## config.mk

```make
export PLATFORM = sky130hd
export DESIGN_NAME = search_congestion_rate_controller_unit
export DESIGN_NICKNAME = d
export VERILOG_FILES = /design/src/hdl/scrc_pkg.sv /design/src/hdl/scrc_period.sv /design/src/hdl/scrc_recip.sv /design/src/hdl/search_congestion_rate_controller_unit.sv
export SDC_FILE = /design/constraint.sdc
export NUM_CORES = 1
export LEC_CHECK = 0
export ABC_AREA = 1
export BUFFER_PORTS_ARGS = -buffer_cell sky130_fd_sc_hd__buf_4
export CAP_MARGIN = 20
export CORE_ASPECT_RATIO = 1.1
export CORE_MARGIN = 1.5
export CORE_UTILIZATION = 38
export DETAILED_ROUTE_END_ITERATION = 8
export HOLD_SLACK_MARGIN = 0.02
export SETUP_SLACK_MARGIN = 0.4
export SLEW_MARGIN = 15
export SYNTH_ARGS = -nofsm -noshare
export SYNTH_HDL_FRONTEND = slang
export SYNTH_SLANG_ARGS = --single-unit
```

## constraint.sdc

```tcl
create_clock -name clk -period 6.9 [get_ports clk]
set_clock_uncertainty 0.2 [all_clocks]
set_input_delay 2.07 -clock clk [delete_from_list [all_inputs] [get_ports clk]]
set_output_delay 2.07 -clock clk [all_outputs]
set_load 0.03 [all_outputs]
```

## src/hdl/scrc_pkg.sv

```systemverilog
package scrc_pkg;

  localparam int DEF_COUNT_WIDTH = 16;
  localparam int DEF_MAX_FRAMES  = 64;
  localparam int DEF_MIN_RTT_MS  = 32;

  localparam int TIMER_INDEX_W = 5;
  localparam int FRAMES_W      = 16;
  localparam int PERIOD_W      = 24;

  // reciprocal 65536 / frames, quotient can reach 17 bits
  localparam int RECIP_W = 17;
  localparam logic [RECIP_W-1:0] RECIP_DIVIDEND = 17'h10000;

  // rtt error: dt*256 - mean needs 41 bits, one spare for the add
  localparam int ERR_W = 42;

  localparam logic [FRAMES_W-1:0] FRAMES_ONE = 16'd256;
  localparam logic [FRAMES_W-1:0] THRESH_INF = 16'hFFFF;
  localparam logic [31:0] RTT_POS_MAX = 32'h7FFF_FFFF;
  localparam logic [31:0] RTT_NEG_MAX = 32'h8000_0000;
  localparam logic [PERIOD_W-1:0] PERIOD_SAT = 24'hFF_FFFF;

  typedef enum logic [1:0] {
    KIND_ROUND_START = 2'd0,
    KIND_ATTEMPT     = 2'd1,
    KIND_ROUND_END   = 2'd2,
    KIND_RESPONSE    = 2'd3
  } kind_t;

  typedef enum logic [2:0] {
    ST_IDLE,
    ST_EVAL,
    ST_RTT,
    ST_DIV,
    ST_FINISH
  } state_t;

  typedef struct packed {
    logic [1:0]         kind;
    logic signed [31:0] seq_number;
    logic               seq_valid;
    logic [31:0]        now_ms;
    logic [31:0]        send_time_ms;
  } in_item_t;

  typedef struct packed {
    logic [FRAMES_W-1:0] frames_per_try;
    logic [PERIOD_W-1:0] period_ms;
    logic                response_valid;
    logic                all_found;
    logic                check_done;
    logic                congested;
  } out_item_t;

  typedef struct packed {
    logic               done;
    logic [RECIP_W-1:0] quotient;
  } recip_rsp_t;

  typedef struct packed {
    logic                due;
    logic [PERIOD_W-1:0] period_ms;
  } period_info_t;

endpackage

```

## src/hdl/scrc_period.sv

```systemverilog
module scrc_period #(
  parameter int MIN_RTT_MS = scrc_pkg::DEF_MIN_RTT_MS
) (
  input  logic signed [31:0]                   rtt_mean_q8,
  input  logic [scrc_pkg::TIMER_INDEX_W-1:0]   timer_index,
  input  logic [31:0]                          elapsed_ms,
  output scrc_pkg::period_info_t               info
);
  import scrc_pkg::*;

  localparam int CLAMP_HI = MIN_RTT_MS * 512;
  localparam int CLAMP_W  = $clog2(CLAMP_HI + 1);
  localparam int SHIFT_W  = CLAMP_W + 31;
  localparam int FULL_W   = SHIFT_W - 8;

  localparam logic signed [31:0] LO_Q8 = 32'(MIN_RTT_MS * 256);
  localparam logic signed [31:0] HI_Q8 = 32'(CLAMP_HI);

  logic [CLAMP_W-1:0] clamped;
  logic [SHIFT_W-1:0] shifted;
  logic [FULL_W-1:0]  full;
  logic               over32;
  logic               over24;

  always_comb begin
    priority if (rtt_mean_q8 < LO_Q8) begin
      clamped = LO_Q8[CLAMP_W-1:0];
    end else if (rtt_mean_q8 > HI_Q8) begin
      clamped = HI_Q8[CLAMP_W-1:0];
    end else begin
      clamped = rtt_mean_q8[CLAMP_W-1:0];
    end
  end

  assign shifted = SHIFT_W'(clamped) << timer_index;
  assign full    = shifted[SHIFT_W-1:8];
  assign over32  = |full[FULL_W-1:32];
  assign over24  = |full[FULL_W-1:PERIOD_W];

  // a period beyond 32 bits can never have elapsed
  assign info.due       = !over32 && (elapsed_ms >= full[31:0]);
  assign info.period_ms = over24 ? PERIOD_SAT : full[PERIOD_W-1:0];

endmodule

```

## src/hdl/scrc_recip.sv

```systemverilog
module scrc_recip (
  input  logic                              clk,
  input  logic                              rst_n,
  input  logic                              start,
  input  logic [scrc_pkg::FRAMES_W-1:0]     divisor,
  output scrc_pkg::recip_rsp_t              rsp
);
  import scrc_pkg::*;

  localparam int CNT_W = $clog2(RECIP_W + 1);

  logic                busy_r;
  logic                done_r;
  logic [CNT_W-1:0]    cnt_r;
  logic [FRAMES_W-1:0] rem_r;
  logic [RECIP_W-1:0]  dvd_r;
  logic [RECIP_W-1:0]  quo_r;
  logic [FRAMES_W-1:0] dvs_r;

  logic [FRAMES_W:0]   trial;
  logic                fits;
  logic [FRAMES_W:0]   diff;

  // one restoring step per cycle
  assign trial = {rem_r, dvd_r[RECIP_W-1]};
  assign fits  = trial >= {1'b0, dvs_r};
  assign diff  = trial - {1'b0, dvs_r};

  always_ff @(posedge clk) begin
    if (!rst_n) begin
      busy_r <= 1'b0;
      done_r <= 1'b0;
      cnt_r  <= '0;
    end else begin
      done_r <= 1'b0;
      if (start && !busy_r) begin
        busy_r <= 1'b1;
        cnt_r  <= '0;
      end else if (busy_r) begin
        cnt_r <= cnt_r + 1'b1;
        if (cnt_r == CNT_W'(RECIP_W - 1)) begin
          busy_r <= 1'b0;
          done_r <= 1'b1;
        end
      end
    end
  end

  always_ff @(posedge clk) begin
    if (start && !busy_r) begin
      rem_r <= '0;
      dvd_r <= RECIP_DIVIDEND;
      quo_r <= '0;
      dvs_r <= divisor;
    end else if (busy_r) begin
      rem_r <= fits ? diff[FRAMES_W-1:0] : trial[FRAMES_W-1:0];
      quo_r <= {quo_r[RECIP_W-2:0], fits};
      dvd_r <= {dvd_r[RECIP_W-2:0], 1'b0};
    end
  end

  assign rsp.done     = done_r;
  assign rsp.quotient = quo_r;

endmodule

```

## src/hdl/search_congestion_rate_controller_unit.sv

```systemverilog
// search congestion rate controller for one search timer
// in channel: in_valid / in_stall / in_data, one event per request (round start,
//   attempt sent, round end, search response); in_stall is high while an event
//   is being worked on
// out channel: out_valid / out_stall / out_data, exactly one result per event,
//   carrying frames per try, the search period and the event flags
// cfg port: cfg_wr_en / cfg_wr_data load the timer index; write only while idle
// latency: the result register loads 2 cycles after the request is taken, 3 for
//   a counted response (rtt add), and 20 when frames grow by congestion
//   avoidance, where the shared reciprocal divider runs 17 restoring steps
// throughput: one event per 3 to 4 cycles, up to 21 cycles for a growth step;
//   the divider and the single sequencer set that figure
// a finished result sits in the output register, so the next request is taken
//   while the receiver stalls; only a second result waits on out_stall
// reset (rst_n low, synchronous): counters clear, frames 1.0, threshold infinite,
//   rtt mean at the minimum rtt, timer index 0, no result pending
module search_congestion_rate_controller_unit #(
  parameter int COUNT_WIDTH = scrc_pkg::DEF_COUNT_WIDTH,
  parameter int MAX_FRAMES  = scrc_pkg::DEF_MAX_FRAMES,
  parameter int MIN_RTT_MS  = scrc_pkg::DEF_MIN_RTT_MS
) (
  input  logic                                clk,
  input  logic                                rst_n,
  input  logic                                in_valid,
  output logic                                in_stall,
  input  scrc_pkg::in_item_t                  in_data,
  output logic                                out_valid,
  input  logic                                out_stall,
  output scrc_pkg::out_item_t                 out_data,
  input  logic                                cfg_wr_en,
  input  logic [scrc_pkg::TIMER_INDEX_W-1:0]  cfg_wr_data
);
  import scrc_pkg::*;

  localparam int MW = COUNT_WIDTH + 4;
  localparam logic [COUNT_WIDTH-1:0] COUNT_MAX = {COUNT_WIDTH{1'b1}};
  localparam logic [FRAMES_W-1:0] MAX_FRAMES_Q8 = 16'(MAX_FRAMES * 256);

  state_t state_r, state_nxt;

  logic [TIMER_INDEX_W-1:0] timer_index_r;
  logic [COUNT_WIDTH-1:0]   attempt_count_r;
  logic [COUNT_WIDTH-1:0]   response_count_r;
  logic [FRAMES_W-1:0]      frames_q8_r;
  logic [FRAMES_W-1:0]      congest_threshold_q8_r;
  logic signed [31:0]       window_start_seq_r;
  logic signed [31:0]       window_end_seq_r;
  logic signed [31:0]       rtt_mean_q8_r;
  logic [31:0]              last_check_ms_r;

  in_item_t                 item_r;
  logic signed [ERR_W-1:0]  err_r;
  logic                     resp_ok_r;
  logic                     all_found_r;
  logic                     check_done_r;
  logic                     congested_r;
  logic                     out_valid_r;
  out_item_t                out_data_r;

  logic                     accept;
  logic                     recip_start;
  logic                     out_load;
  recip_rsp_t               recip_rsp;
  period_info_t             period_info;

  logic [31:0]              elapsed_ms;
  logic [MW-1:0]            resp_x10;
  logic [MW-1:0]            att_x9;
  logic                     success;
  logic                     can_grow;
  logic                     need_div;
  logic [FRAMES_W:0]        frames_x2;
  logic [FRAMES_W-1:0]      frames_ss;
  logic                     in_window;
  logic                     resp_ok;
  logic [COUNT_WIDTH-1:0]   resp_inc;
  logic signed [31:0]       dt;
  logic signed [ERR_W-1:0]  err_nxt;
  logic signed [ERR_W-1:0]  rtt_sum;
  logic [31:0]              rtt_sat;
  logic [FRAMES_W-1:0]      recip_val;

  scrc_period #(
    .MIN_RTT_MS (MIN_RTT_MS)
  ) u_period (
    .rtt_mean_q8 (rtt_mean_q8_r),
    .timer_index (timer_index_r),
    .elapsed_ms  (elapsed_ms),
    .info        (period_info)
  );

  scrc_recip u_recip (
    .clk     (clk),
    .rst_n   (rst_n),
    .start   (recip_start),
    .divisor (frames_q8_r),
    .rsp     (recip_rsp)
  );

  // round start decision
  assign elapsed_ms = item_r.now_ms - last_check_ms_r;
  assign resp_x10   = (MW'(response_count_r) << 3) + (MW'(response_count_r) << 1);
  assign att_x9     = (MW'(attempt_count_r) << 3) + MW'(attempt_count_r);
  assign success    = resp_x10 >= att_x9;
  assign can_grow   = success && (frames_q8_r < MAX_FRAMES_Q8);
  assign frames_x2  = {frames_q8_r, 1'b0};
  assign frames_ss  = (frames_x2 < {1'b0, congest_threshold_q8_r}) ?
                      frames_x2[FRAMES_W-1:0] : congest_threshold_q8_r;
  assign need_div   = (item_r.kind == KIND_ROUND_START) && period_info.due &&
                      (attempt_count_r != '0) && can_grow &&
                      (frames_q8_r >= congest_threshold_q8_r);

  // response window and rtt
  assign in_window = (window_start_seq_r <= item_r.seq_number) &&
                     (item_r.seq_number <= window_end_seq_r);
  assign resp_ok   = !item_r.seq_valid || in_window;
  assign resp_inc  = response_count_r + 1'b1;
  assign dt        = item_r.now_ms - item_r.send_time_ms;
  assign err_nxt   = {{(ERR_W - 40){dt[31]}}, dt, 8'b0} - ERR_W'(rtt_mean_q8_r);
  assign rtt_sum   = ERR_W'(rtt_mean_q8_r) + (err_r >>> 2);

  always_comb begin
    if ((&rtt_sum[ERR_W-1:31]) || !(|rtt_sum[ERR_W-1:31])) begin
      rtt_sat = rtt_sum[31:0];
    end else begin
      rtt_sat = rtt_sum[ERR_W-1] ? RTT_NEG_MAX : RTT_POS_MAX;
    end
  end

  assign recip_val = (frames_q8_r == '0) ? '0 : recip_rsp.quotient[FRAMES_W-1:0];

  // sequencer next state
  always_comb begin
    state_nxt = state_r;
    unique case (state_r)
      ST_IDLE: begin
        if (accept) state_nxt = ST_EVAL;
      end
      ST_EVAL: begin
        priority if (item_r.kind == KIND_RESPONSE && resp_ok) begin
          state_nxt = ST_RTT;
        end else if (need_div) begin
          state_nxt = ST_DIV;
        end else begin
          state_nxt = ST_FINISH;
        end
      end
      ST_RTT: state_nxt = ST_FINISH;
      ST_DIV: begin
        if (recip_rsp.done) state_nxt = ST_FINISH;
      end
      ST_FINISH: begin
        if (!out_valid_r || !out_stall) state_nxt = ST_IDLE;
      end
      default: state_nxt = ST_IDLE;
    endcase
  end

  // sequencer outputs
  always_comb begin
    in_stall    = (state_r != ST_IDLE);
    recip_start = (state_r == ST_EVAL) && need_div;
    out_load    = (state_r == ST_FINISH) && (!out_valid_r || !out_stall);
  end

  assign accept = in_valid && !in_stall;

  always_ff @(posedge clk) begin
    if (!rst_n) begin
      state_r                <= ST_IDLE;
      timer_index_r          <= '0;
      attempt_count_r        <= '0;
      response_count_r       <= '0;
      frames_q8_r            <= FRAMES_ONE;
      congest_threshold_q8_r <= THRESH_INF;
      window_start_seq_r     <= '0;
      window_end_seq_r       <= '0;
      rtt_mean_q8_r          <= 32'(MIN_RTT_MS * 256);
      last_check_ms_r        <= '0;
      resp_ok_r              <= 1'b0;
      all_found_r            <= 1'b0;
      check_done_r           <= 1'b0;
      congested_r            <= 1'b0;
      out_valid_r            <= 1'b0;
    end else begin
      state_r <= state_nxt;
      if (cfg_wr_en) timer_index_r <= cfg_wr_data;

      if (out_load) begin
        out_valid_r <= 1'b1;
      end else if (!out_stall) begin
        out_valid_r <= 1'b0;
      end

      unique case (state_r)
        ST_IDLE: begin
          if (accept) begin
            resp_ok_r    <= 1'b0;
            all_found_r  <= 1'b0;
            check_done_r <= 1'b0;
            congested_r  <= 1'b0;
          end
        end
        ST_EVAL: begin
          unique case (item_r.kind)
            KIND_ROUND_START: begin
              if (period_info.due) begin
                last_check_ms_r <= item_r.now_ms;
                check_done_r    <= 1'b1;
                if (attempt_count_r != '0) begin
                  if (!success) begin
                    congested_r            <= 1'b1;
                    congest_threshold_q8_r <= frames_q8_r >> 1;
                    frames_q8_r            <= FRAMES_ONE;
                  end else if (can_grow &&
                               (frames_q8_r < congest_threshold_q8_r)) begin
                    frames_q8_r <= frames_ss;
                  end
                end
              end
              window_start_seq_r <= item_r.seq_number;
              attempt_count_r    <= '0;
              response_count_r   <= '0;
            end
            KIND_ATTEMPT: begin
              if (attempt_count_r != COUNT_MAX) attempt_count_r <= attempt_count_r + 1'b1;
              window_end_seq_r <= item_r.seq_number + 32'sd1;
            end
            KIND_ROUND_END: begin
              window_end_seq_r <= item_r.seq_number;
            end
            KIND_RESPONSE: begin
              if (resp_ok) begin
                resp_ok_r <= 1'b1;
                err_r     <= err_nxt;
                if (response_count_r != COUNT_MAX) begin
                  response_count_r <= resp_inc;
                  all_found_r      <= (resp_inc == attempt_count_r);
                end
              end
            end
            default: ;
          endcase
        end
        ST_RTT: rtt_mean_q8_r <= rtt_sat;
        ST_DIV: begin
          // congestion avoidance: frames += 1/frames
          if (recip_rsp.done) frames_q8_r <= frames_q8_r + recip_val;
        end
        ST_FINISH: ;
        default: ;
      endcase
    end
  end

  always_ff @(posedge clk) begin
    if (accept) item_r <= in_data;
    if (out_load) begin
      out_data_r.frames_per_try <= frames_q8_r;
      out_data_r.period_ms      <= period_info.period_ms;
      out_data_r.response_valid <= resp_ok_r;
      out_data_r.all_found      <= all_found_r;
      out_data_r.check_done     <= check_done_r;
      out_data_r.congested      <= congested_r;
    end
  end

  assign out_valid = out_valid_r;
  assign out_data  = out_data_r;

  a_frames_nonzero: assert property (@(posedge clk) disable iff (!rst_n)
    frames_q8_r != '0)
    else $error("frames per try reached zero");

  a_div_done_in_div: assert property (@(posedge clk) disable iff (!rst_n)
    recip_rsp.done |-> state_r == ST_DIV)
    else $error("reciprocal finished outside the divide state");

  a_accept_to_eval: assert property (@(posedge clk) disable iff (!rst_n)
    accept |=> state_r == ST_EVAL)
    else $error("accepted request not evaluated next cycle");

  a_congested_checked: assert property (@(posedge clk) disable iff (!rst_n)
    out_valid_r && out_data_r.congested |-> out_data_r.check_done)
    else $error("congested result without a check");

  a_flag_groups: assert property (@(posedge clk) disable iff (!rst_n)
    out_valid_r |-> !(out_data_r.check_done && out_data_r.response_valid))
    else $error("round start and response flags in one result");

endmodule
```

==> summary.txt, run 1 <==
CTS
  – Clock sinks: ~440
  – H-tree Lvls: 2
  – Maximum root-to-sink buffer count: 3
  – Setup bufs post-CTS: 0
  – Cts repair resizes: 0
  – Clk pin slew, worst setup/hold paths: about 0.060 ns
  – Hold_buf cts: 0
  – CTS tree: done
  – Clk root buf: clkbuf_16
  – Total CTS buffers: between 50 and 60
  – Clock latency at the later pin of the worst-skew pair: between 0.6 and 0.7 ns

Global route
  – Vias in the first global route: around 27000
  – First-pass GRT wire length: between 100000 and 150000 um
  – Total GRT Usage: 21.02%
  – Pin count of the biggest net entering global routing: 79
  – Total grt overflow: 0
  – Initial antenna violation count: 2

Setup path
  – Arrival @ worst endpoint: around 6 ns
  – Critical path endpoint category: flip-flop
  – Reg-to-reg critical path startpoint: rtt_mean_q8_r[16]
  – Crit-path slowest cell: nand2_2
  – Critical path fanouts, max: 45
  – Critical path required time: 7.22 ns
  – CP startpoint kind: flip-flop
  – R2r endpoint: last_check_ms_r[23]
  – Kind of critical path: reg2reg
  – Reg2Reg Setup Slack: approximately 1.2 ns
  – R2R cell count: 29
  – Slowest cell delay on critical path: 0.54 ns
  – CP most frequent cell: nand2_1

Synthesis
  – Warnings, synthesis: 0
  – Async S/R FF share, synth: 0%
  – EDFF count, synth: 198
  – Netlist cell types: 65
  – Post-Synthesis Cell Area: 31660 um2
  – Synth Flop Type: dfxtp_1
  – Mapped Nets: roughly 4600
  – Flops & latches, synth: roughly 440
  – Post-synthesis sequential area ratio: between 30 and 40%
  – Syn Inst Count: a little over 4000
  – Synth Area per Inst: around 7.6 um2

STA
  – F_max: around 0.17 GHz
  – Max Slew Vio Count: 0
  – Setup TNS: 0 ns
  – Fin crit share: between 80 and 90%
  – Slew @ Worst Pin: roughly 0.98 ns
  – Min cycle time layout: 5.739 ns
  – Slew margin rel.: approximately 35%
  – Hold Vio Cnt, Final: 0
  – Setup violation total in the final timing report: 0
  – RSZ-0062 raised after global routing: no

Hold path
  – Worst Hold Path EP: out_data[2]
  – WHS Path Cells: 0
  – Type of the worst min-delay path: reg2reg
  – Hold_sp: all_found_r

Power and ir drop
  – Worst vdd ir: 0.2007 mV
  – Pwr Density: around 250 nW/um2
  – Lkg Pwr: around 0.016 uW

Floorplan
  – Die height: ~310 um
  – Rows: 110
  – Die ar.: 85060 um2
  – Die W: 278.2 um
  – Starting Density: just under 40%
  – Core Area: around 82000 um2
  – # IOs: 155

Cells and area
  – Antenna fix cells: 0
  – Final core utilization: 43.23%
  – Layout cells sized above 1: about 7%
  – Final nets: approximately 4700
  – Syn-to-layout area delta: 12.18%
  – # fillers: roughly 8300

Route
  – Final ANT Viol Nets: 0
  – Drt drc: 0
  – DR vias/cell: around 5.2
  – Drt wl/cell: 17.05 um
  – Iter 0 DRT Violations: between 2000 and 2500
  – Routed wire length: roughly 92000 um
  – Total number of vias: roughly 28000
  – DRT Pass-1 Iters: 6

Outcome
  – Outcome: completed

Place
  – Final Wtd Congestion: 0.9528
  – DP HPWL: 70910 um
  – Port Buf Inserts: between 150 and 200

Job
  – Max cap viols: 0
worst max-delay path: cells and delay by family, from the launching register on:
kind	cells	cell delay, ns
buffers and inverters	5	0.68
adders and majority gates	1	0.36
AOI/OAI and AO/OA	8	1.63
DFF	1	0.34
and+or+nand+nor	15	2.43
per-stage QoR:
| step | setup slack (ns) | power, uW | cell area (um2) | hold slack [ns] | std cells |
|---|---|---|---|---|---|
| detailed placement | 1.355 | 6045 | 33820 | 0.2271 | 5276 |
| global placement | 1.443 | 6036 | 33820 | 0.2366 | 5276 |
| floorplan | 1.231 | 5250 | 31660 | 0.2082 | 4152 |
| global route | 0.5626 | 9311 | 35520 | 0.2564 | 5374 |
| finish | 1.161 | 8768 | 35520 | 0.2602 | 5374 |
| CTS | 1.250 | 8814 | 35520 | 0.2487 | 5374 |
worst max path at each step:
stage | from | to | slack, ns | cells after the start
CTS | rtt_mean_q8_r[16] | last_check_ms_r[23] | 1.25 | 32
global route | rtt_mean_q8_r[16] | last_check_ms_r[23] | 0.56 | 29
floorplan | in_valid | all_found_r | 1.23 | 7
global placement | rtt_mean_q8_r[16] | last_check_ms_r[17] | 1.44 | 32
detailed placement | rtt_mean_q8_r[14] | last_check_ms_r[17] | 1.36 | 31
finish | rtt_mean_q8_r[16] | last_check_ms_r[23] | 1.16 | 29
final cells by class:
cell class	instances	area, um2	area share, %
Inverter	572	2152	6.059
Sequential cell	443	10850	30.55
Multi-Input combinational cell	3025	18180	51.18
Timing Repair Buffer	172	1304	3.671
Clock buffer	71	1445	4.069
Tap cell	1064	1331	3.748
Clock inverter	27	256.5	0.7222
power breakdown:
part	switching, uW	internal [uW]	total (uW)
logic	1840	1020	2860
clock network	1160	1590	2750
registers	151	3010	3160
layout by cell type (no fill, tap or decap), drive strengths merged, types with 2 or more instances in the layout:
| cell | instances |
|---|---|
| buf | 172 |
| inv | 569 |
| a21o | 14 |
| clkbuf | 71 |
| nand3 | 208 |
| dfxtp | 245 |
| ha | 347 |
| o21a | 15 |
| o31ai | 8 |
| clkinvlp | 3 |
| a221oi | 4 |
| a21oi | 526 |
| fa | 7 |
| mux2i | 2 |
| and3 | 9 |
| nor4 | 21 |
| nor3b | 2 |
| a211oi | 13 |
| a21boi | 11 |
| a31oi | 39 |
| edfxtp | 198 |
| o21bai | 22 |
| xnor2 | 54 |
| xor2 | 169 |
| o21ai | 299 |
| or2 | 8 |
| o22ai | 17 |
| nor3 | 63 |
| nor2 | 275 |
| nand4 | 76 |
| o2111ai | 4 |
| nand3b | 2 |
| o211ai | 20 |
| nand2 | 768 |
| bufinv | 3 |
| a32oi | 2 |
| a2111oi | 2 |
| o221ai | 13 |
| clkinv | 24 |
cell families after synthesis:
group / share of synthesized area [%]
multiplexers: 0.06323
flip-flops: 34.27
AND/OR/NAND/NOR: 19.37
AO/OA/AOI/OAI: 17.54
XOR/XNOR: 6.169
adder cells (fa/ha/maj): 14.16
buffers and inverters: 8.430
sequential cells by signal, indices dropped and copies added, names as in the netlist, 3 cells and up:
register and cells:
response_count_r 16, timer_index_r 5, item_r 99, u_recip.dvs_r 16
rtt_mean_q8_r 32, window_end_seq_r 32, congest_threshold_q8_r 16, window_start_seq_r 32
err_r 39, frames_q8_r 16, u_recip.cnt_r 5, u_recip.quo_r 16
u_recip.rem_r 16, state_r 3, out_data 44, attempt_count_r 16
last_check_ms_r 32
synthesized netlist by cell type, drive strengths merged (70+ instances only):
master / number / area [um2]
o21ai: 299 / 1504
nand3: 208 / 1059
ha: 347 / 4342
nand4: 76 / 506.7
nor2: 275 / 1042
a21oi: 526 / 2651
inv: 567 / 2131
nand2: 768 / 2908
edfxtp: 198 / 5946
dfxtp: 245 / 4905
xor2: 169 / 1480
clkbuf: 70 / 262.8
per-layer routing:
layer	share of wire, %	global-route usage, %	vias to the layer above
li1	-	-	14360
met1	45	28.02	12980
met2	47	35.17	682
met3	4.9	2.415	163
met4	3.2	7.193	2
met5	0.0076	0	-
Note: power is estimated with default switching activity, not from simulation.
==> inputs of run 2 (changes only) <==
clock period = 5.5 ns   (was 6.9 ns; I/O delays follow)
==> run 2 against run 1 <==
Die area unchanged. Sequential share of layout area shrank 0.77 points. Power grew 29%. First-iteration DRC count is 1.3% lower. Critical path depth is 1 lower. Highest routed layer is now met4. Critical path type unchanged. Core utilization is 1.2 points higher. Clock-buffer cell count grew 1. Register-to-register slack worse by 0.46 ns. Clock power grew 32%.
==> summary.txt, run 2 (synthesis gave the netlist of run 1 again) <==
Outcome
  – Outcome: completed

Setup path
  – R2R cell count: 28
  – Kind of critical path: reg2reg
  – Crit-path slowest cell: ha_1
  – CP most frequent cell: nand2_1
  – Crit. path cell count: 28
  – CP startpoint kind: flip-flop
  – CP bufs+invs: 4
  – Arrival @ worst endpoint: ~5.2 ns
  – Critical path endpoint category: flip-flop
  – Critical path required time: ~5.9 ns
  – Top delay family on crit path: compound AO/OA/AOI/OAI gates
  – Slowest cell delay on critical path: 0.39 ns
  – Critical path fanouts, max: 7

STA
  – Max Slew Vio Count: 0
  – Min cycle time layout: approximately 4.8 ns
  – Setup violation total in the final timing report: 0
  – RSZ-0062 raised after global routing: no
  – Final WS setup: ~0.7 ns
  – Slew @ Worst Pin: around 1.0 ns
  – Hold Vio Cnt, Final: 0
  – Fin crit share: 87.27%
  – Slew margin rel.: just over 30%
  – Hold WS: 0.2607 ns
  – Setup TNS: 0 ns
  – F_max: 0.2083 GHz

Floorplan
  – # IOs: ~160
  – Core Area: around 80000 um2
  – Die W: about 280 um
  – Die height: 305.7 um
  – Starting Density: approximately 39%
  – Rows: 110
  – Die ar.: between 80000 and 90000 um2

Power and ir drop
  – Pwr Density: around 310 nW/um2
  – Worst vdd ir: roughly 0.24 mV
  – Lkg Pwr: around 0.016 uW
  – Final Power: around 11000 uW

CTS
  – Clock sinks: about 440
  – Clock latency at the later pin of the worst-skew pair: about 0.64 ns
  – Hold_buf cts: 0
  – Total CTS buffers: 51
  – Clk root buf: clkbuf_16
  – Maximum root-to-sink buffer count: 3
  – H-tree Lvls: 2
  – Clk pin slew, worst setup/hold paths: approximately 0.060 ns
  – CTS tree: done

Cells and area
  – Final core utilization: between 40 and 50%
  – # fillers: between 8000 and 9000
  – Reg with most FFs: item_r
  – Antenna fix cells: 0
  – Layout cells sized above 1: between 10% and 20%
  – Max reg flops: 99
  – Commonest cells after routing, fill and taps aside: nand2_1, inv_1, a21oi_1
  – Commonest non-fill, non-tap cell in the layout: nand2_1
  – Final nets: around 4800
  – Syn-to-layout area delta: 15.25%

Hold path
  – WHS Path Cells: 2
  – Type of the worst min-delay path: reg2reg

Route
  – Routed wire length: 93910 um
  – DR vias/cell: around 5.3
  – Drt wl/cell: 17.27 um
  – Drt drc: 0
  – DRT Pass-1 Iters: 6
  – Iter 0 DRT Violations: between 2000 and 2500
  – Total number of vias: ~29000
  – Final ANT Viol Nets: 0

Job
  – Max cap viols: 0

Global route
  – Total grt overflow: 0
  – Vias in the first global route: 27410
  – Initial antenna violation count: 0
  – Pin count of the biggest net entering global routing: 66
  – First-pass GRT wire length: 148100 um
  – Total GRT Usage: between 20 and 25%

Place
  – Port Buf Inserts: roughly 150
  – Post-Place Worst Slack: ~0.16 ns
  – Final Wtd Congestion: around 0.95
  – DP HPWL: a little over 70000 um
==> run 2: per-stage QoR <==
stage                     area [um2]  std cells
after floorplan                31670       4152
after global placement         34160       5319
after detailed placement       34190       5320
after CTS                      36020       5416
after global routing           36490       5438
final                          36490       5438
==> run 2: final timing paths <==
check,startpoint,end,slack [ns]
min reg2reg,last_check_ms_r[3],last_check_ms_r[3],0.26
max,response_count_r[9],frames_q8_r[7],0.70
max reg2reg,response_count_r[9],frames_q8_r[7],0.70
min,last_check_ms_r[3],last_check_ms_r[3],0.26
==> run 2: worst min-delay path, delay by kind of cell (launching register included) <==
kind / cells / cell delay, ns
AOI/OAI and AO/OA: 1 / 0.06
buffers and inverters: 1 / 0.06
DFF: 1 / 0.30
==> run 2: final cells by class <==
class,count,area (um2),area share (%)
well taps,1064,1331,3.648
multi-input cells,3025,18420,50.48
repair buffers,238,1908,5.229
clock inverters,24,262.8,0.7201
flip-flops and latches,443,10870,29.78
inverters,572,2157,5.911
clock buffers,72,1543,4.228
==> run 2: where the power goes <==
part	leakage [uW]	total, uW	internal (uW)	switching, uW
Clock	0.000890	3620	2120	1500
Combinational	0.0116	3770	1390	2380
Sequential	0.00383	3950	3780	177
==> run 2: what timing repair did <==
item	CTS	global route
endpoints found under the setup margin	124	132
pin swaps	0	27
cloned	0	4
setup buffers	0	17
gates resized for setup	14	84
==> run 2: per-layer routing <==
| layer | up-vias | wire (um) | track usage [%] |
|---|---|---|---|
| met5 | - | 0 | 0 |
| met4 | 0 | 2663 | 6.545 |
| met3 | 156 | 4734 | 2.637 |
| met2 | 692 | 43350 | 36.24 |
| met1 | 13250 | 43160 | 29.08 |
| li1 | 14510 | - | - |
==> inputs of run 3 (changes only) <==
ABC_CLOCK_PERIOD_IN_PS = 5900   (was unset)
BUFFER_PORTS_ARGS = -buffer_cell sky130_fd_sc_hd__buf_2   (was -buffer_cell sky130_fd_sc_hd__buf_4)
clock period = 5.9 ns   (was 5.5 ns; I/O delays follow)
==> run 3 against run 2 <==
Global-route usage down 0.59 points. Sequential cell count unchanged. Final cell count down 0.75%. Critical path depth down 3. Sequential power down 6.6%. Clock-buffer cell count down 6. Setup slack better by 0.13 ns. Fmax down 5.4%. Core utilization down 1.1 points. Critical path type unchanged. Critical endpoint is now u_recip.dvs_r[15]. Largest power group unchanged.
==> summary.txt, run 3 (synthesis gave the netlist of run 1 again) <==
Outcome
  – Outcome: completed

Setup path
  – Critical path fanouts, max: 12
  – CP most frequent cell: a21oi_1
  – CP startpoint kind: flip-flop
  – Crit-path slowest cell: dfxtp_1
  – Critical path endpoint category: flip-flop
  – Critical path required time: a little over 6 ns
  – R2r endpoint: u_recip.dvs_r[15]
  – Slowest cell delay on critical path: approximately 0.44 ns
  – R2R cell count: 25
  – Kind of critical path: reg2reg
  – Arrival @ worst endpoint: 5.20 ns
  – Reg-to-reg critical path startpoint: attempt_count_r[0]
  – Top delay family on crit path: compound AO/OA/AOI/OAI gates
  – CP bufs+invs: 4
  – Reg2Reg Setup Slack: about 0.83 ns

Power and ir drop
  – Final Power: roughly 11000 uW
  – Pwr Density: ~300 nW/um2
  – Lkg Pwr: about 0.016 uW
  – Worst vdd ir: approximately 0.23 mV

Hold path
  – Worst Hold Path EP: out_data[0]
  – Hold_sp: congested_r
  – Type of the worst min-delay path: reg2reg
  – WHS Path Cells: 0

STA
  – Setup violation total in the final timing report: 0
  – Min cycle time layout: 5.074 ns
  – Slew @ Worst Pin: between 1 and 1.5 ns
  – Slew margin rel.: 31.81%
  – Hold Vio Cnt, Final: 0
  – Fin crit share: 86.00%
  – Setup TNS: 0 ns
  – RSZ-0062 raised after global routing: yes
  – Max Slew Vio Count: 0
  – F_max: between 0.15 and 0.2 GHz

Cells and area
  – Layout cells sized above 1: under 10%
  – Commonest cells after routing, fill and taps aside: nand2_1, inv_1, a21oi_1
  – Antenna fix cells: 0
  – Syn-to-layout area delta: 12.39%
  – Commonest non-fill, non-tap cell in the layout: nand2_1
  – Max reg flops: between 90 and 100
  – Reg with most FFs: item_r
  – Final nets: 4753

Job
  – Max cap viols: 0

Floorplan
  – Rows: 110
  – Starting Density: about two fifths
  – Die W: 278.2 um
  – Core Area: ~80000 um2
  – # IOs: roughly 160
  – Die ar.: around 85000 um2
  – Die height: roughly 300 um

Place
  – Port Buf Inserts: 154
  – DP HPWL: approximately 71000 um
  – Final Wtd Congestion: a little over 0.9

CTS
  – Clock latency at the later pin of the worst-skew pair: ~0.64 ns
  – Maximum root-to-sink buffer count: 3
  – Clock sinks: approximately 440
  – Hold_buf cts: 0
  – H-tree Lvls: 2
  – Clk pin slew, worst setup/hold paths: 0.06 ns
  – CTS tree: done
  – Total CTS buffers: 51
  – Clk root buf: clkbuf_16

Route
  – DRT Pass-1 Iters: 6
  – DR vias/cell: around 5.2
  – Routed wire length: 91640 um
  – Iter 0 DRT Violations: 2048
  – Total number of vias: about 28000
  – Drt wl/cell: approximately 17 um
  – Final ANT Viol Nets: 0
  – Drt drc: 0

Global route
  – Total grt overflow: 0
  – Vias in the first global route: ~27000
  – Total GRT Usage: around a fifth
  – Pin count of the biggest net entering global routing: 68
  – Initial antenna violation count: 1
  – First-pass GRT wire length: 143300 um
run 3: worst reg2reg max path, cell delays in order, from the launching register on:
cell and delay, ns:
dfxtp_1 0.44, ha_1 0.24, fa_1 0.22, a21oi_1 0.07
o21bai_1 0.26, nand2_1 0.09, o211ai_1 0.14, a21oi_1 0.12
o21bai_1 0.22, a21oi_1 0.10, o21ai_0 0.26, a21oi_1 0.11
nor2_1 0.15, nand3_1 0.10, ha_1 0.30, nand2_1 0.05
inv_1 0.06, nand3_1 0.11, nor3_2 0.21, nand4_1 0.10
and3_2 0.26, a311oi_1 0.20, buf_4 0.16, nand4_1 0.22
buf_4 0.24, clkinv_2 0.15
run 3: worst max path at each step:
stage,start,endpoint,slack (ns),cells past startpoint
after floorplan,in_valid,all_found_r,0.53,7
after global routing,attempt_count_r[0],frames_q8_r[0],0.37,28
after global placement,rtt_mean_q8_r[2],u_recip.rem_r[7],0.48,30
after detailed placement,rtt_mean_q8_r[2],u_recip.rem_r[7],0.44,29
after CTS,item_r[32],err_r[40],0.41,28
final,attempt_count_r[0],u_recip.dvs_r[15],0.83,25
run 3: what timing repair did:
action | CTS | global route
endpoints found under the setup margin | 0 | 126
resized for setup | 0 | 24
endpoints found under the hold margin | 0 | 0
buffers inserted | 0 | 3
run 3: where the power goes:
part | leakage [uW] | internal (uW) | switching, uW
combinational | 0.0112 | 1190 | 2160
sequential | 0.00383 | 3520 | 168
clock | 0.000901 | 2140 | 1410
total | 0.0159 | 6850 | 3740
run 3: metal layers:
layer / global-route usage, % / vias to the layer above / wire length, um
met5: 0 / - / 0
met4: 7.510 / 0 / 3128
met3: 3.195 / 152 / 4909
met2: 35.13 / 693 / 42470
met1: 27.55 / 12970 / 41130
li1: - / 14430 / -
run 3: final cells by class:
cell class                      instances  area [um2]
Sequential cell                       443       10850
Tap cell                             1064        1331
Clock inverter                         30       474.2
Timing Repair Buffer                  196        1129
Multi-Input combinational cell       3025       18220
Clock buffer                           66        1405
Timing Repair inverter                  1       5.005
Fill cell                            8269       46580
Inverter                              572        2166
run 3: per-stage QoR:
stage | utilization [%] | setup slack [ns] | hold WS [ns] | area (um2) | cells
global placement | 40.86 | 0.4848 | 0.2307 | 33580 | 5296
floorplan | - | 0.5305 | 0.2082 | 31660 | 4152
finish | 43.30 | 0.8260 | 0.2446 | 35580 | 5397
CTS | 43.15 | 0.4136 | 0.2488 | 35460 | 5392
detailed placement | 40.86 | 0.4446 | 0.2216 | 33580 | 5296
global route | 43.30 | 0.3692 | 0.2562 | 35580 | 5397
